## config.mk

```make
export PLATFORM = sky130hd
export DESIGN_NAME = r2fft_ctrl
export DESIGN_NICKNAME = d
export VERILOG_FILES = /design/src/r2fft_pkg.sv /design/src/r2fft_ctrl.sv
export SDC_FILE = /design/constraint.sdc
export NUM_CORES = 1
export LEC_CHECK = 0
export ABC_AREA = 1
export ABC_CLOCK_PERIOD_IN_PS = 3200
export BUFFER_PORTS_ARGS = -buffer_cell sky130_fd_sc_hd__buf_2
export CAP_MARGIN = 20
export CORE_MARGIN = 2
export CORE_UTILIZATION = 45
export DETAILED_ROUTE_END_ITERATION = 6
export PLACE_DENSITY = 0.74
export SLEW_MARGIN = 20
export SYNTH_ARGS = -nofsm -noshare
export SYNTH_HDL_FRONTEND = slang
export SYNTH_SLANG_ARGS = --single-unit
export TNS_END_PERCENT = 30
```

## constraint.sdc

```tcl
create_clock -name i_clk -period 3.2 [get_ports i_clk]
set_input_delay 0.64 -clock i_clk [delete_from_list [all_inputs] [get_ports i_clk]]
set_output_delay 0.64 -clock i_clk [all_outputs]
set_load 0.01 [all_outputs]
```

## src/r2fft_pkg.sv

```systemverilog
package r2fft_pkg;

    // Configuration register indexes.
    typedef enum logic [1:0] {
        CFG_SIZE   = 2'd0,
        CFG_WINDOW = 2'd1,
        CFG_RATE   = 2'd2
    } t_cfg_idx;

    // Fixed widths of the configuration and result fields.
    localparam int CFG_W   = 24;
    localparam int SIZE_W  = 3;
    localparam int RATE_W  = 24;
    localparam int INDEX_W = 6;
    localparam int FREQ_W  = 27;
    localparam int MAG_W   = 24;

    // Reset values of the configuration registers.
    localparam logic [SIZE_W-1:0] SIZE_RESET = 3'd7;
    localparam logic [RATE_W-1:0] RATE_RESET = 24'd48000;

    // Commands from the sequencer to the datapath.
    typedef struct packed {
        logic load_take;
        logic win_mul;
        logic load_wr;
        logic pad_wr;
        logic bf_cap_a;
        logic bf_mul;
        logic bf_add;
        logic bf_wr1;
        logic bf_wr2;
        logic mg_sq;
        logic mg_sum;
        logic mg_step;
        logic mg_out;
        logic mg_last;
    } t_cmd;

endpackage

```

## src/r2fft_ctrl.sv

```systemverilog
module r2fft_ctrl #(
    parameter int MAX_LOG2 = 7,
    localparam int AW   = MAX_LOG2,
    localparam int HW   = (MAX_LOG2 > 1) ? MAX_LOG2 - 1 : 1,
    localparam int LG_W = $clog2(MAX_LOG2 + 1)
) (
    input  logic              i_clk,
    input  logic              i_rst_n,
    input  logic              i_start,
    input  logic              i_frame_end,
    input  logic              i_size_wr,
    input  logic [LG_W-1:0]   i_lg,
    output logic              o_busy,
    output r2fft_pkg::t_cmd   o_cmd,
    output logic [AW-1:0]     o_raddr,
    output logic [AW-1:0]     o_waddr,
    output logic [HW-1:0]     o_tw_idx,
    output logic [HW-1:0]     o_bin,
    output logic [AW:0]       o_win_idx
);

    typedef enum logic [14:0] {
        S_IDLE    = 15'h0001,
        S_LD_MUL  = 15'h0002,
        S_LD_WR   = 15'h0004,
        S_PAD     = 15'h0008,
        S_BF_RD1  = 15'h0010,
        S_BF_RD2  = 15'h0020,
        S_BF_MUL  = 15'h0040,
        S_BF_ADD  = 15'h0080,
        S_BF_WR1  = 15'h0100,
        S_BF_WR2  = 15'h0200,
        S_MG_RD   = 15'h0400,
        S_MG_SQ   = 15'h0800,
        S_MG_SUM  = 15'h1000,
        S_MG_ROOT = 15'h2000,
        S_MG_OUT  = 15'h4000
    } t_state;

    localparam logic [4:0] LAST_STEP = 5'd31;

    t_state          r_state, n_state;
    logic [AW:0]     r_cnt, n_cnt;
    logic            r_fe, n_fe;
    logic [LG_W-1:0] r_stage, n_stage;
    logic [AW-1:0]   r_bf, n_bf;
    logic [AW-1:0]   r_bin, n_bin;
    logic [4:0]      r_step, n_step;

    logic [AW:0]     cnt_inc;
    logic [AW:0]     n_pts;
    logic            frame_full;
    logic [AW-1:0]   rev_full;
    logic [AW-1:0]   pos;
    logic [AW-1:0]   half;
    logic [AW-1:0]   half_n;
    logic [AW-1:0]   kk;
    logic [AW-1:0]   i1;
    logic [AW-1:0]   i2;
    logic            bf_last;
    logic            bin_last;

    // Frame counting and the bit-reversed store position.
    always_comb begin
        cnt_inc    = r_cnt + (AW+1)'(1);
        n_pts      = (AW+1)'(1) << i_lg;
        frame_full = (cnt_inc == n_pts);
        for (int i = 0; i < AW; i++) begin
            rev_full[i] = r_cnt[AW-1-i];
        end
        pos = rev_full >> (AW - int'(i_lg));
    end

    // Butterfly addressing for the current stage.
    always_comb begin
        half     = AW'(1) << (r_stage - LG_W'(1));
        half_n   = AW'(1) << (i_lg - LG_W'(1));
        kk       = r_bf & (half - AW'(1));
        i1       = ((r_bf >> (r_stage - LG_W'(1))) << r_stage) | kk;
        i2       = i1 | half;
        bf_last  = (r_bf == half_n - AW'(1));
        bin_last = (r_bin == half_n - AW'(1));
    end

    assign o_tw_idx  = HW'(kk << (AW - int'(r_stage)));
    assign o_bin     = HW'(r_bin);
    assign o_win_idx = ((AW+1)'(1) << i_lg) | r_cnt;
    assign o_busy    = (r_state != S_IDLE);

    // Memory addresses by state.
    always_comb begin
        unique case (r_state)
            S_BF_RD1, S_BF_WR1: begin
                o_raddr = i1;
                o_waddr = i1;
            end
            S_BF_RD2, S_BF_WR2: begin
                o_raddr = i2;
                o_waddr = i2;
            end
            default: begin
                o_raddr = r_bin;
                o_waddr = pos;
            end
        endcase
    end

    // Datapath commands.
    always_comb begin
        o_cmd           = '0;
        o_cmd.load_take = (r_state == S_IDLE) && i_start;
        o_cmd.win_mul   = (r_state == S_LD_MUL);
        o_cmd.load_wr   = (r_state == S_LD_WR);
        o_cmd.pad_wr    = (r_state == S_PAD);
        o_cmd.bf_cap_a  = (r_state == S_BF_RD2);
        o_cmd.bf_mul    = (r_state == S_BF_MUL);
        o_cmd.bf_add    = (r_state == S_BF_ADD);
        o_cmd.bf_wr1    = (r_state == S_BF_WR1);
        o_cmd.bf_wr2    = (r_state == S_BF_WR2);
        o_cmd.mg_sq     = (r_state == S_MG_SQ);
        o_cmd.mg_sum    = (r_state == S_MG_SUM);
        o_cmd.mg_step   = (r_state == S_MG_ROOT);
        o_cmd.mg_out    = (r_state == S_MG_OUT);
        o_cmd.mg_last   = bin_last;
    end

    // Sequencer next state.
    always_comb begin
        n_state = r_state;
        n_cnt   = r_cnt;
        n_fe    = r_fe;
        n_stage = r_stage;
        n_bf    = r_bf;
        n_bin   = r_bin;
        n_step  = r_step;
        unique case (r_state)
            S_IDLE: begin
                if (i_start) begin
                    n_fe    = i_frame_end;
                    n_state = S_LD_MUL;
                end
            end
            S_LD_MUL: begin
                n_state = S_LD_WR;
            end
            S_LD_WR, S_PAD: begin
                if (frame_full) begin
                    n_cnt   = '0;
                    n_stage = LG_W'(1);
                    n_bf    = '0;
                    n_state = S_BF_RD1;
                end else begin
                    n_cnt   = cnt_inc;
                    n_state = (r_fe || r_state == S_PAD) ? S_PAD : S_IDLE;
                end
            end
            S_BF_RD1: n_state = S_BF_RD2;
            S_BF_RD2: n_state = S_BF_MUL;
            S_BF_MUL: n_state = S_BF_ADD;
            S_BF_ADD: n_state = S_BF_WR1;
            S_BF_WR1: n_state = S_BF_WR2;
            S_BF_WR2: begin
                if (bf_last) begin
                    n_bf = '0;
                    if (r_stage == i_lg) begin
                        n_bin   = '0;
                        n_state = S_MG_RD;
                    end else begin
                        n_stage = r_stage + LG_W'(1);
                        n_state = S_BF_RD1;
                    end
                end else begin
                    n_bf    = r_bf + AW'(1);
                    n_state = S_BF_RD1;
                end
            end
            S_MG_RD: n_state = S_MG_SQ;
            S_MG_SQ: n_state = S_MG_SUM;
            S_MG_SUM: begin
                n_step  = '0;
                n_state = S_MG_ROOT;
            end
            S_MG_ROOT: begin
                if (r_step == LAST_STEP) begin
                    n_state = S_MG_OUT;
                end else begin
                    n_step = r_step + 5'd1;
                end
            end
            S_MG_OUT: begin
                if (bin_last) begin
                    n_state = S_IDLE;
                end else begin
                    n_bin   = r_bin + AW'(1);
                    n_state = S_MG_RD;
                end
            end
            default: n_state = S_IDLE;
        endcase
        // A new frame size drops the partial frame.
        if (i_size_wr) begin
            n_cnt = '0;
        end
    end

    // Sequencer registers.
    always_ff @(posedge i_clk) begin
        if (!i_rst_n) begin
            r_state <= S_IDLE;
            r_cnt   <= '0;
            r_fe    <= 1'b0;
            r_stage <= LG_W'(1);
            r_bf    <= '0;
            r_bin   <= '0;
            r_step  <= '0;
        end else begin
            r_state <= n_state;
            r_cnt   <= n_cnt;
            r_fe    <= n_fe;
            r_stage <= n_stage;
            r_bf    <= n_bf;
            r_bin   <= n_bin;
            r_step  <= n_step;
        end
    end

endmodule

```

* Word level (Yosys, flattened, before mapping)
Index checks and enable logic that the tools add are counted.
Widths: inputs -> output; s select.
** Storage, ports and cells
- Word-level logic and storage cells :: 98
- Memories :: 0
- Input bits :: 8
- Bits in registers :: 46
- Bits in latches :: 0
- Output and inout bits :: 49
- ROM bits :: 0
- Bits in writable memories :: 0
** Operators by class
- Eq/ne operators :: 29
- Add/subtract/negate cells :: 11
- Shift operators :: 7
- Order comparisons :: 0
- Reductions and logical operators :: 15
- Multiply operators :: 0
- Multiplexer cells :: 24
- Divide/modulo/power cells :: 0
- Bitwise operators :: 5
** Operators with widths (count)
- $pmux 15 s14 :: 1
- $pmux 7 s2 :: 4
- $mux 15 :: 3
- $mux 7 :: 5
- $shl 7x32->6 :: 1
- $shr 7x32->7 :: 1
- $mux 11 :: 2
- $eq 15x1->1 const B :: 1
- $eq 15x10->1 const B :: 1
- $eq 15x11->1 const B :: 1
- $eq 15x12->1 const B :: 1
- $eq 15x13->1 const B :: 1
- $eq 15x14->1 const B :: 1
- $eq 15x15->1 const B :: 1
- $eq 15x2->1 const B :: 1
- $eq 15x3->1 const B :: 1
- $eq 15x4->1 const B :: 1
- $eq 15x5->1 const B :: 1
- $eq 15x6->1 const B :: 1
- $eq 15x7->1 const B :: 1
- $eq 15x8->1 const B :: 1
- $eq 15x9->1 const B :: 1
- $ne 15x1->1 const B :: 1
- $add 7x1->7 const B :: 2
- other kinds (32) :: 56

* Depth between registers and ports, before layout
Gate-level depths: netlist (run 1).
- Depth in word-level cells :: 7
- Depth in mapped cells :: 17
- Depth with buffers taken out :: 16

* Least setup slack after synthesis (run 1)
OpenSTA, ideal clock, no wires.
- Path type :: register -> output
- Start :: register r_stage[1]
- End :: output o_tw_idx[1]
- Buffers on the path :: 3
- Cell stages (with the launch flop) :: 14
- Required time :: 2560 ps
- Arrival time :: 2628 ps
- Path slack :: -68 ps
- Path through :: dfxtp_1 clkbuf_1 inv_1 clkbuf_1 ha_1 xnor2_4 buf_2 nand2_1 ha_1 nor2_1 nand2_1 o21ai_0 inv_1 nor3_1
** Between the ends
- Word-level cells in the longest chain between the ends :: 5
- Elaborated cells between the ends (all ways) :: 6
- Those cells by class :: add/sub: 3; shift: 2; bitwise: 1
** Ends and longest elaborated chain
- from (decl) :: RTL line r2fft_ctrl.sv:45 : logic [LG_W-1:0] r_stage, n_stage;
- from (signal assigned) :: RTL line r2fft_ctrl.sv:220 : r_stage <= n_stage;
- $sub 3x1->3 :: RTL line r2fft_ctrl.sv:76 : half = AW'(1) << (r_stage - LG_W'(1));
- $shl 1x3->7 :: RTL line r2fft_ctrl.sv:76
- $sub 7x1->7 :: RTL line r2fft_ctrl.sv:78 : kk = r_bf & (half - AW'(1));
- $and 7x7->7 :: RTL line r2fft_ctrl.sv:78
- $shl 7x32->6 * :: RTL line r2fft_ctrl.sv:85 : assign o_tw_idx = HW'(kk << (AW - int'(r_stage)));
- to (decl) :: RTL line r2fft_ctrl.sv:17 : output logic [HW-1:0] o_tw_idx,
Every way passes the cells marked *; elsewhere a longest branch is shown, timed or not.

* Worst setup path in the final report (run 1)
- Start :: register r_stage[0]
- End :: output o_tw_idx[5]
Same word-level chain as after synthesis.

==> impl_metrics.tcl, run 1 <==
set metrics [dict create \
    swShare_pct 28.1 \
    cts_buffer_depth 2 \
    yosysTopAreaCellShare_pct 20.5 \
    final_area_um2 5110 \
    async_flop_share_pct 0 \
    hold_viol 0 \
    power_frac_comb_pct 15.1 \
    max_stage_delay_ps 340 \
    path_delay_family "compound AO/OA/AOI/OAI gates" \
    antenna_found_initial 0 \
    crit_type "reg2out" \
    core_area_um2 9730 \
    clk_latency_ps 310 \
    cts_tree "built" \
    drc 6 \
    worstMarginPinSlew_ps 616 \
    slowest_stage "dfxtp_2" \
    die-width_um 104 \
    fillCellCount 1028 \
    placed_cell_area_um2 4860 \
    status "complete, but fails checks" \
    grt_pass1_vias 4386 \
    wire_per_inst_um 13.2 \
    crit_top_cell "inv_1" \
    cp.arrival_ps 2460 \
    postSynthAreaPerCell_um2 5.92 \
    yosys_warnings 0 \
    place.port_buffers 56 \
    fin_skew_ps 13.3 \
    slew_viol_final 0 \
    drv_cap 0 \
    drtIter0Drc 424 \
    power.switching_w 0.000317 \
    cts_sinks 46 \
    ys_types 47 \
    cp_cell_sequence "inv_2, ha_4, xor2_1, nor2_1, inv_1, ha_1, inv_1, a21oi_1, o21ai_2, o22ai_1, nand2_1, a31oi_1, buf_2" \
    rows 36 \
    overflow 0 \
    cp_max_fo 3 \
    seq_area_frac_synth_pct 20.5 \
    synth_flop_cell "dfxtp_1" \
    postCtsHoldBufs 0 \
    initial_utilization_pct 46.2 \
    finalPower_w 0.00113 \
    endpoint_kind "output pin" \
    cp-start-kind "flip-flop" \
    final.min_clock_period_ps 3100 \
    violations "design-rule violations" \
    synth_edf_count 0 \
    p_int_w 0.000811 \
    power_leakage_nw 2.53 \
    syn_area_um2 4490 \
    pwr-share-clk_pct 33.6 \
    die_area_um2 10800 \
    syn-num-nets 781 \
    yosys.cell_count.top_type "nand2_1" \
    fp.dieH_um 104 \
    synthCells 759 \
    synthTopCellsByArea "dfxtp_1 (21%), nand2_1 (17%), nand3_1 (9.0%)" \
    drive_above_1_share_pct 20.0 \
    synth.largest_area_cell "dfxtp_1" \
    clockRootBuffer "clkbuf_8" \
    syn2layout_area_growth_pct 13.8 \
    finalSetupViolations 0 \
    num_io_pins 57 \
    required_ps 2560 \
    timing.setup.tns_ps 0 \
    min-delay-path-class "reg2reg" \
    htreeDepth 2 \
    worst-path-buf-inv 4 \
    grt_max_degree 29 \
    track_usage_pct 22.6 \
    finalWirelength_mm 12.5 \
    timing.fmax_mhz 322 \
    period_share_pct 97.0 \
    peakVddDrop_mv 0.199 \
    via_count 4939 \
    gp_congestion 0.975 \
    numCtsBuffers 5 \
    ff2ff_setup_slack_ps 1040 \
    drt-pass1-iter-count 7 \
    clk_pin_slew_worst_paths_ps 90 \
    grt_pass1_wl_mm 20.6 \
    relSlewSlack_pct 58.7 \
    p_seq_share_pct 51.2 \
    p_per_area_nw_per_um2 221 \
    vias_per_cell 5.23 \
    diodes 0 \
    synth-seq-cells 46 \
    synth_top_cells_by_count "nand2_1 (202), inv_1 (94), nand3_1 (81), nor2_1 (79), dfxtp_1 (46)" \
    finish.utilization_pct 52.6 \
    fin_nets 832 \
    hpwl_mm 9.69 \
    antenna_left 0 \
]
power by group through the flow:
stage               Clock, W  Sequential (W)  Combinational (W)
finish              0.000379        0.000578           0.000171
global route        0.000409        0.000579           0.000191
CTS                 0.000389        0.000578           0.000168
detailed placement         0        0.000591           0.000167
global placement           0        0.000591           0.000166
floorplan                  0        0.000591           0.000127
final timing paths:
kind,from,end,depth (start not counted)
max,r_stage[0]$_SDFFE_PN1P_,o_tw_idx[5],13
min,r_step[4]$_SDFFE_PN0P_,r_step[4]$_SDFFE_PN0P_,2
max reg2reg,r_cnt[0]$_SDFFE_PP0N_,r_bf[5]$_SDFFE_PN0P_,12
min reg2reg,r_step[4]$_SDFFE_PN0P_,r_step[4]$_SDFFE_PN0P_,2
routing by layer:
layer	track usage, %	up-vias	routed length (um)
met5	0	-	0
met4	7.43	0	296
met3	3.01	28	873
met2	36.2	196	5670
met1	31.5	2175	5650
li1	-	2540	-
what timing repair did:
action	4_1_cts	5_1_grt
endpoints found under the setup margin	14	19
resized for setup	4	32
pin swaps	1	4
buffers inserted	2	5
cells by family (layout without fill, tap and decap cells):
logic type | count (synthesis) | after routing | synth area share, %
AND/OR/NAND/NOR | 440 | 440 | 45.3
buffers and inverters | 141 | 193 | 13.3
flip-flops | 46 | 46 | 20.5
AO/OA/AOI/OAI | 97 | 97 | 12.5
XOR/XNOR | 21 | 21 | 4.51
adder cells (fa/ha/maj) | 14 | 14 | 3.90
registers in the layout (all words and copies together) (netlist names):
register,flops
r_bf,7
r_bin,7
r_cnt,8
r_fe,1
r_stage,3
r_state,15
r_step,5
worst reg2reg max path, cell delays in order, from the launching register on:
cell and delay [ps]:
dfxtp_1 490, ha_1 220, nand2_1 120, o21ai_0 310
nand2_1 90, nand2_1 70, nand2_1 70, nor2_1 110
nand2_1 130, o21ai_1 140, inv_1 140, nand2_1 90
a21oi_1 60
per-stage QoR:
step                      std cells  setup WS [ps]  hold slack, ps
after floorplan                 759          -5.37             443
after global routing            944          -83.6             504
after detailed placement        929            178             463
after CTS                       939           67.4             477
after global placement          929            236             457
final                           944           95.2             472
cells in the final DEF (no fill, tap or decap), drive strengths merged:
cell	netlist	layout
a211oi	2	2
nand3	85	85
nor4	3	3
dfxtp	46	46
and2	1	1
nand4	14	14
o2111ai	1	1
nand2	221	221
inv	105	106
nor3	18	18
o22ai	5	5
xor2	12	12
o211ai	6	6
o21ai	41	41
clkinv	2	2
a31oi	1	1
buf	22	78
o21bai	1	1
a22oi	2	2
ha	14	14
nand3b	6	6
and3	1	1
o21a	1	1
a21oi	36	36
nor2	87	87
or2	4	4
clkbuf	12	7
o221ai	1	1
xnor2	9	9
final cells by class:
cell class,instances,area [um^2],area share (%)
clock buffer,7,86.3,1.69
sequential,46,923,18.1
multi-input combinational,572,3060,59.8
tap,133,166,3.25
clock inverter,1,8.76,0.171
inverter,107,402,7.85
timing repair buffer,78,468,9.15
No activity file was read; power rests on OpenSTA's default activity.
==> run 2: changes to the inputs <==
- PLACE_DENSITY: 0.74 -> 0.72
==> impl_metrics.tcl, run 2 (synthesized netlist as in run 1, its figures left out) <==
set metrics [dict create \
    status "completed" \
    core_area_um2 9730 \
    diodes 0 \
    via_count 4908 \
    p_seq_share_pct 48.0 \
    cp_max_fo 8 \
    cp_cell_sequence "inv_4, ha_4, xnor2_4, nand2_2, ha_1, inv_2, nor2_4, nand2_1, nand2_1, nand2_1, o22ai_1, o21ai_1, nand2_1, buf_2" \
    p_per_area_nw_per_um2 237 \
    clockRootBuffer "clkbuf_8" \
    antenna_found_initial 0 \
    cp-start-kind "flip-flop" \
    slowest_stage "dfxtp_2" \
    multi_input_area_um2 3050 \
    initial_utilization_pct 46.2 \
    finalSetupViolations 0 \
    cts_sinks 46 \
    slew_viol_final 0 \
    top_regs "r_state (15), r_cnt (8)" \
    postCtsHoldBufs 0 \
    gp_congestion 0.942 \
    worstMarginPinSlew_ps 475 \
    finish.utilization_pct 52.3 \
    required_ps 2560 \
    fin_skew_ps 11.2 \
    final-seq-area_um2 925 \
    track_usage_pct 22.8 \
    place.port_buffers 56 \
    die_area_um2 10800 \
    min-delay-path-class "reg2reg" \
    vias_per_cell 5.23 \
    swShare_pct 28.0 \
    endpoint_kind "output pin" \
    power_frac_comb_pct 14.2 \
    finalPower_w 0.00120 \
    rows 36 \
    fillCellCount 1022 \
    largest_register_ffs 15 \
    crit_top_cell "nand2_1" \
    grt_max_degree 29 \
    power.switching_w 0.000337 \
    layout_commonest_cell "nand2_1" \
    antenna_left 0 \
    grt_pass1_vias 4249 \
    drtIter0Drc 250 \
    numCtsBuffers 5 \
    final.min_clock_period_ps 3020 \
    die-width_um 104 \
    syn2layout_area_growth_pct 13.2 \
    hpwl_mm 9.64 \
    drt-pass1-iter-count 5 \
    top_register "r_state" \
    worst_slack_ps 177 \
    power_leakage_nw 2.51 \
    p_int_w 0.000867 \
    grt_pass1_wl_mm 20.5 \
    timing.setup.tns_ps 0 \
    fp.dieH_um 104 \
    hold_viol 0 \
    timing.fmax_mhz 331 \
    clk_pin_slew_worst_paths_ps 100 \
    finalWirelength_mm 12.3 \
    pwr-share-clk_pct 37.8 \
    max_stage_delay_ps 370 \
    wire_per_inst_um 13.1 \
    drv_cap 0 \
    overflow 0 \
    cts_buffer_depth 2 \
    fin_nets 827 \
    hold_slack_ps 474 \
    peakVddDrop_mv 0.174 \
    drive_above_1_share_pct 19.5 \
    drc 0 \
    num_io_pins 57 \
    cts_tree "built" \
    crit_type "reg2out" \
    post-place-ws_ps 241 \
    period_share_pct 94.5 \
    relSlewSlack_pct 68.1 \
    htreeDepth 2 \
    cp.arrival_ps 2380 \
    final_cell_mix "nand2_1 (201), inv_1 (91), nand3_1 (81)" \
    clk_latency_ps 310 \
]
## run 2: what timing repair did
item                                    in CTS  in global routing
endpoints found under the hold margin        0                  0
resized for setup                            1                 29
buffers inserted                             0                  2
endpoints found under the setup margin       4                 20
pin swaps                                    0                  3
## run 2: worst paths after layout
check,start,to,slack (ps),cells past startpoint
worst max-delay path,r_stage[0]$_SDFFE_PN1P_,o_raddr[6],180,14
worst min-delay path,r_step[4]$_SDFFE_PN0P_,r_step[4]$_SDFFE_PN0P_,470,2
worst max register to register,r_cnt[1]$_SDFFE_PP0N_,r_cnt[6]$_SDFFE_PP0N_,1010,11
worst min register to register,r_step[4]$_SDFFE_PN0P_,r_step[4]$_SDFFE_PN0P_,470,2
## run 2: through the flow
step,cell area [um^2],std cells
finish,5080,939
CTS,4980,937
global route,5080,939
global placement,4860,929
floorplan,4500,759
detailed placement,4860,929
## run 2: layer usage
| metal | vias to the layer above | track usage [%] | part of all wire, % |
|---|---|---|---|
| li1 | 2531 | - | - |
| met1 | 2199 | 32.7 | 47 |
| met2 | 159 | 35.5 | 45 |
| met3 | 19 | 3.20 | 6.4 |
| met4 | 0 | 6.76 | 2.1 |
| met5 | - | 0 | 0 |
## run 2: worst max-delay path: cells and delay by family (launching register included)
kind / cells / cell delay, ps
flops: 1 / 370
simple gates: 6 / 420
fa+ha+maj: 2 / 400
compound gates: 2 / 300
xor+xnor: 1 / 260
buf+inv: 3 / 310
## run 2: final cells by class
| type | count | area share [%] |
|---|---|---|
| clock buffer | 5 | 1.35 |
| tap | 133 | 3.27 |
| multi-input combinational | 572 | 60.1 |
| timing repair buffer | 73 | 8.32 |
| clock inverter | 3 | 0.861 |
| inverter | 107 | 7.95 |
| sequential | 46 | 18.2 |
## run 2: power groups by stage
stage | sequential [W] | combinational (W) | clock [W]
floorplan | 0.000591 | 0.000127 | 0
global placement | 0.000592 | 0.000168 | 0
detailed placement | 0.000592 | 0.000168 | 0
CTS | 0.000578 | 0.000169 | 0.000469
global route | 0.000579 | 0.000193 | 0.000486
finish | 0.000578 | 0.000171 | 0.000455
==> run 3: changes to the inputs <==
- ABC_CLOCK_PERIOD_IN_PS: 3200 -> 2800
- CORE_ASPECT_RATIO: default -> 0.6
- PLACE_DENSITY: 0.72 -> 0.7
- clock period: 3.2 -> 2.8 ns (I/O delays scaled with it)
==> impl_metrics.tcl, run 3 (synthesized netlist as in run 1, its figures left out) <==
set metrics [dict create \
    hold_viol 0 \
    fin_cells 972 \
    worstMarginPinSlew_ps 423 \
    hpwl_mm 11.5 \
    clk_latency_ps 300 \
    min-delay-path-class "reg2reg" \
    layout_commonest_cell "nand2_1" \
    dpl.cell_count 955 \
    pwr-share-clk_pct 40.7 \
    min_to "r_step[4]$_SDFFE_PN0P_" \
    multi_input_area_um2 3230 \
    cp_max_fo 7 \
    crit_top_cell "nand2_1" \
    place.port_buffers 56 \
    reg2reg_depth 14 \
    top_register "r_state" \
    critPathLaunch "r_stage[0]$_SDFFE_PN1P_" \
    clockRootBuffer "clkbuf_16" \
    cp-start-kind "flip-flop" \
    antenna_left 0 \
    top_regs "r_state (15), r_cnt (8)" \
    drtIter0Drc 426 \
    holdPathStages 2 \
    die_area_um2 10800 \
    rows 28 \
    violations "negative setup slack" \
    vias_per_cell 5.43 \
    drc 0 \
    power_leakage_nw 2.72 \
    r2r-end "r_state[0]$_SDFFE_PN1P_" \
    track_usage_pct 27.1 \
    via_count 5281 \
    worst-path-buf-inv 3 \
    required_ps 2240 \
    slew_viol_final 0 \
    final_cell_mix "nand2_1 (191), inv_1 (88), nand3_1 (77)" \
    swShare_pct 28.1 \
    fin_skew_ps 7.87 \
    cts_sinks 46 \
    timing.setup.tns_ps -915 \
    worstHoldStart "r_step[4]$_SDFFE_PN0P_" \
    cts_buffer_depth 2 \
    max_stage_delay_ps 360 \
    drive_above_1_share_pct 27.0 \
    core_area_um2 9770 \
    p_seq_share_pct 44.6 \
    final.min_clock_period_ps 2920 \
    rsz0062_at_grt "yes" \
    wire_per_inst_um 15.4 \
    htreeDepth 2 \
    diodes 0 \
    initial_utilization_pct 46.0 \
    finalSetupViolations 15 \
    largest_register_ffs 15 \
    r2r_start "r_cnt[0]$_SDFFE_PP0N_" \
    grt_pass1_vias 4667 \
    power_frac_comb_pct 14.7 \
    numCtsBuffers 5 \
    slowest_stage "dfxtp_4" \
    timing.fmax_mhz 343 \
    die-width_um 133 \
    cp.arrival_ps 2360 \
    grt_pass1_wl_mm 23.1 \
    finish.utilization_pct 56.8 \
    grt_max_degree 29 \
    cp_cell_sequence "inv_4, ha_4, xnor2_4, buf_6, nor2_1, nand2_1, o21ai_0, nand2_1, nand2_1, nand3_1, a31oi_2, buf_2" \
    p_int_w 0.00107 \
    antenna_found_initial 0 \
    period_share_pct 104 \
    fin_nets 858 \
    final-seq-area_um2 928 \
    p_per_area_nw_per_um2 267 \
    crit_type "reg2out" \
    ff2ff_setup_slack_ps 620 \
    finalWirelength_mm 15.0 \
    peakVddDrop_mv 0.220 \
    overflow 0 \
    post-place-ws_ps -63.5 \
    path_delay_family "simple AND/OR/NAND/NOR gates" \
    power.switching_w 0.000416 \
    fp.dieH_um 81.4 \
    syn2layout_area_growth_pct 23.6 \
    num_io_pins 57 \
    fillCellCount 919 \
    hold_slack_ps 469 \
    status "complete, but fails checks" \
    clk_pin_slew_worst_paths_ps 70 \
    drv_cap 0 \
    cts_tree "built" \
    worst_slack_ps -118 \
    relSlewSlack_pct 71.5 \
    endpoint_kind "output pin" \
    drt-pass1-iter-count 5 \
    gp_congestion 1.02 \
]
[run 3: changes by cell type in the layout (fill, tap and decap cells not counted), sizes merged]
cell / delta
clkinv: -1
buf: +31
clkinvlp: +2
bufinv: -1
[run 3: worst max path at each step]
stage,endpoint,slack (ps),cells past startpoint
finish,o_tw_idx[5],-120,12
global route,o_raddr[6],-190,15
CTS,o_waddr[4],-50,13
detailed placement,o_tw_idx[5],-60,13
global placement,o_tw_idx[5],30,13
floorplan,o_tw_idx[5],6,14
[run 3: stage by stage]
stage / instance area (um^2) / total power [W]
after floorplan: 4560 / 0.000821
after global placement: 5070 / 0.000875
after detailed placement: 5070 / 0.000880
after CTS: 5400 / 0.00148
after global routing: 5550 / 0.00154
final: 5550 / 0.00148
[run 3: area by class of cell]
class                   count  share of cell area [%]
repair buffers            104                    12.1
clock inverters             3                   0.428
well taps                 135                    3.04
flip-flops and latches     46                    16.7
multi-input cells         572                    58.1
inverters                 107                    7.37
clock buffers               5                    2.25
[run 3: what timing repair did]
item	4_1_cts	5_1_grt
setup buffers	5	3
hold buffers	0	0
setup endpoints to repair	19	20
gates resized for setup	41	41
pin swaps	12	10
gates cloned	1	0
[run 3: worst register-to-register path, cell delays in order (launching register included)]
cell	delay [ps]
dfxtp_1	500
ha_1	230
nand2_1	120
inv_1	120
nor2_1	60
nand2_1	60
nand2_1	50
nor2_1	150
nand2_1	100
nor2_1	110
nand3b_1	130
nand2_1	130
inv_2	90
nand3_1	120
nand4_1	90
[run 3: metal layers]
metal	track usage (%)	routed length, um	vias up
met5	0	0	-
met4	5.05	114	0
met3	7.24	1710	17
met2	41.9	6360	263
met1	38.1	6800	2419
li1	-	-	2582
[run 3: power groups by stage]
stage / combinational (W) / clock (W) / sequential (W)
after floorplan: 0.000146 / 0 / 0.000676
after global placement: 0.000199 / 0 / 0.000677
after detailed placement: 0.000204 / 0 / 0.000676
after CTS: 0.000209 / 0.000606 / 0.000662
after global routing: 0.000239 / 0.000643 / 0.000660
final: 0.000218 / 0.000603 / 0.000661
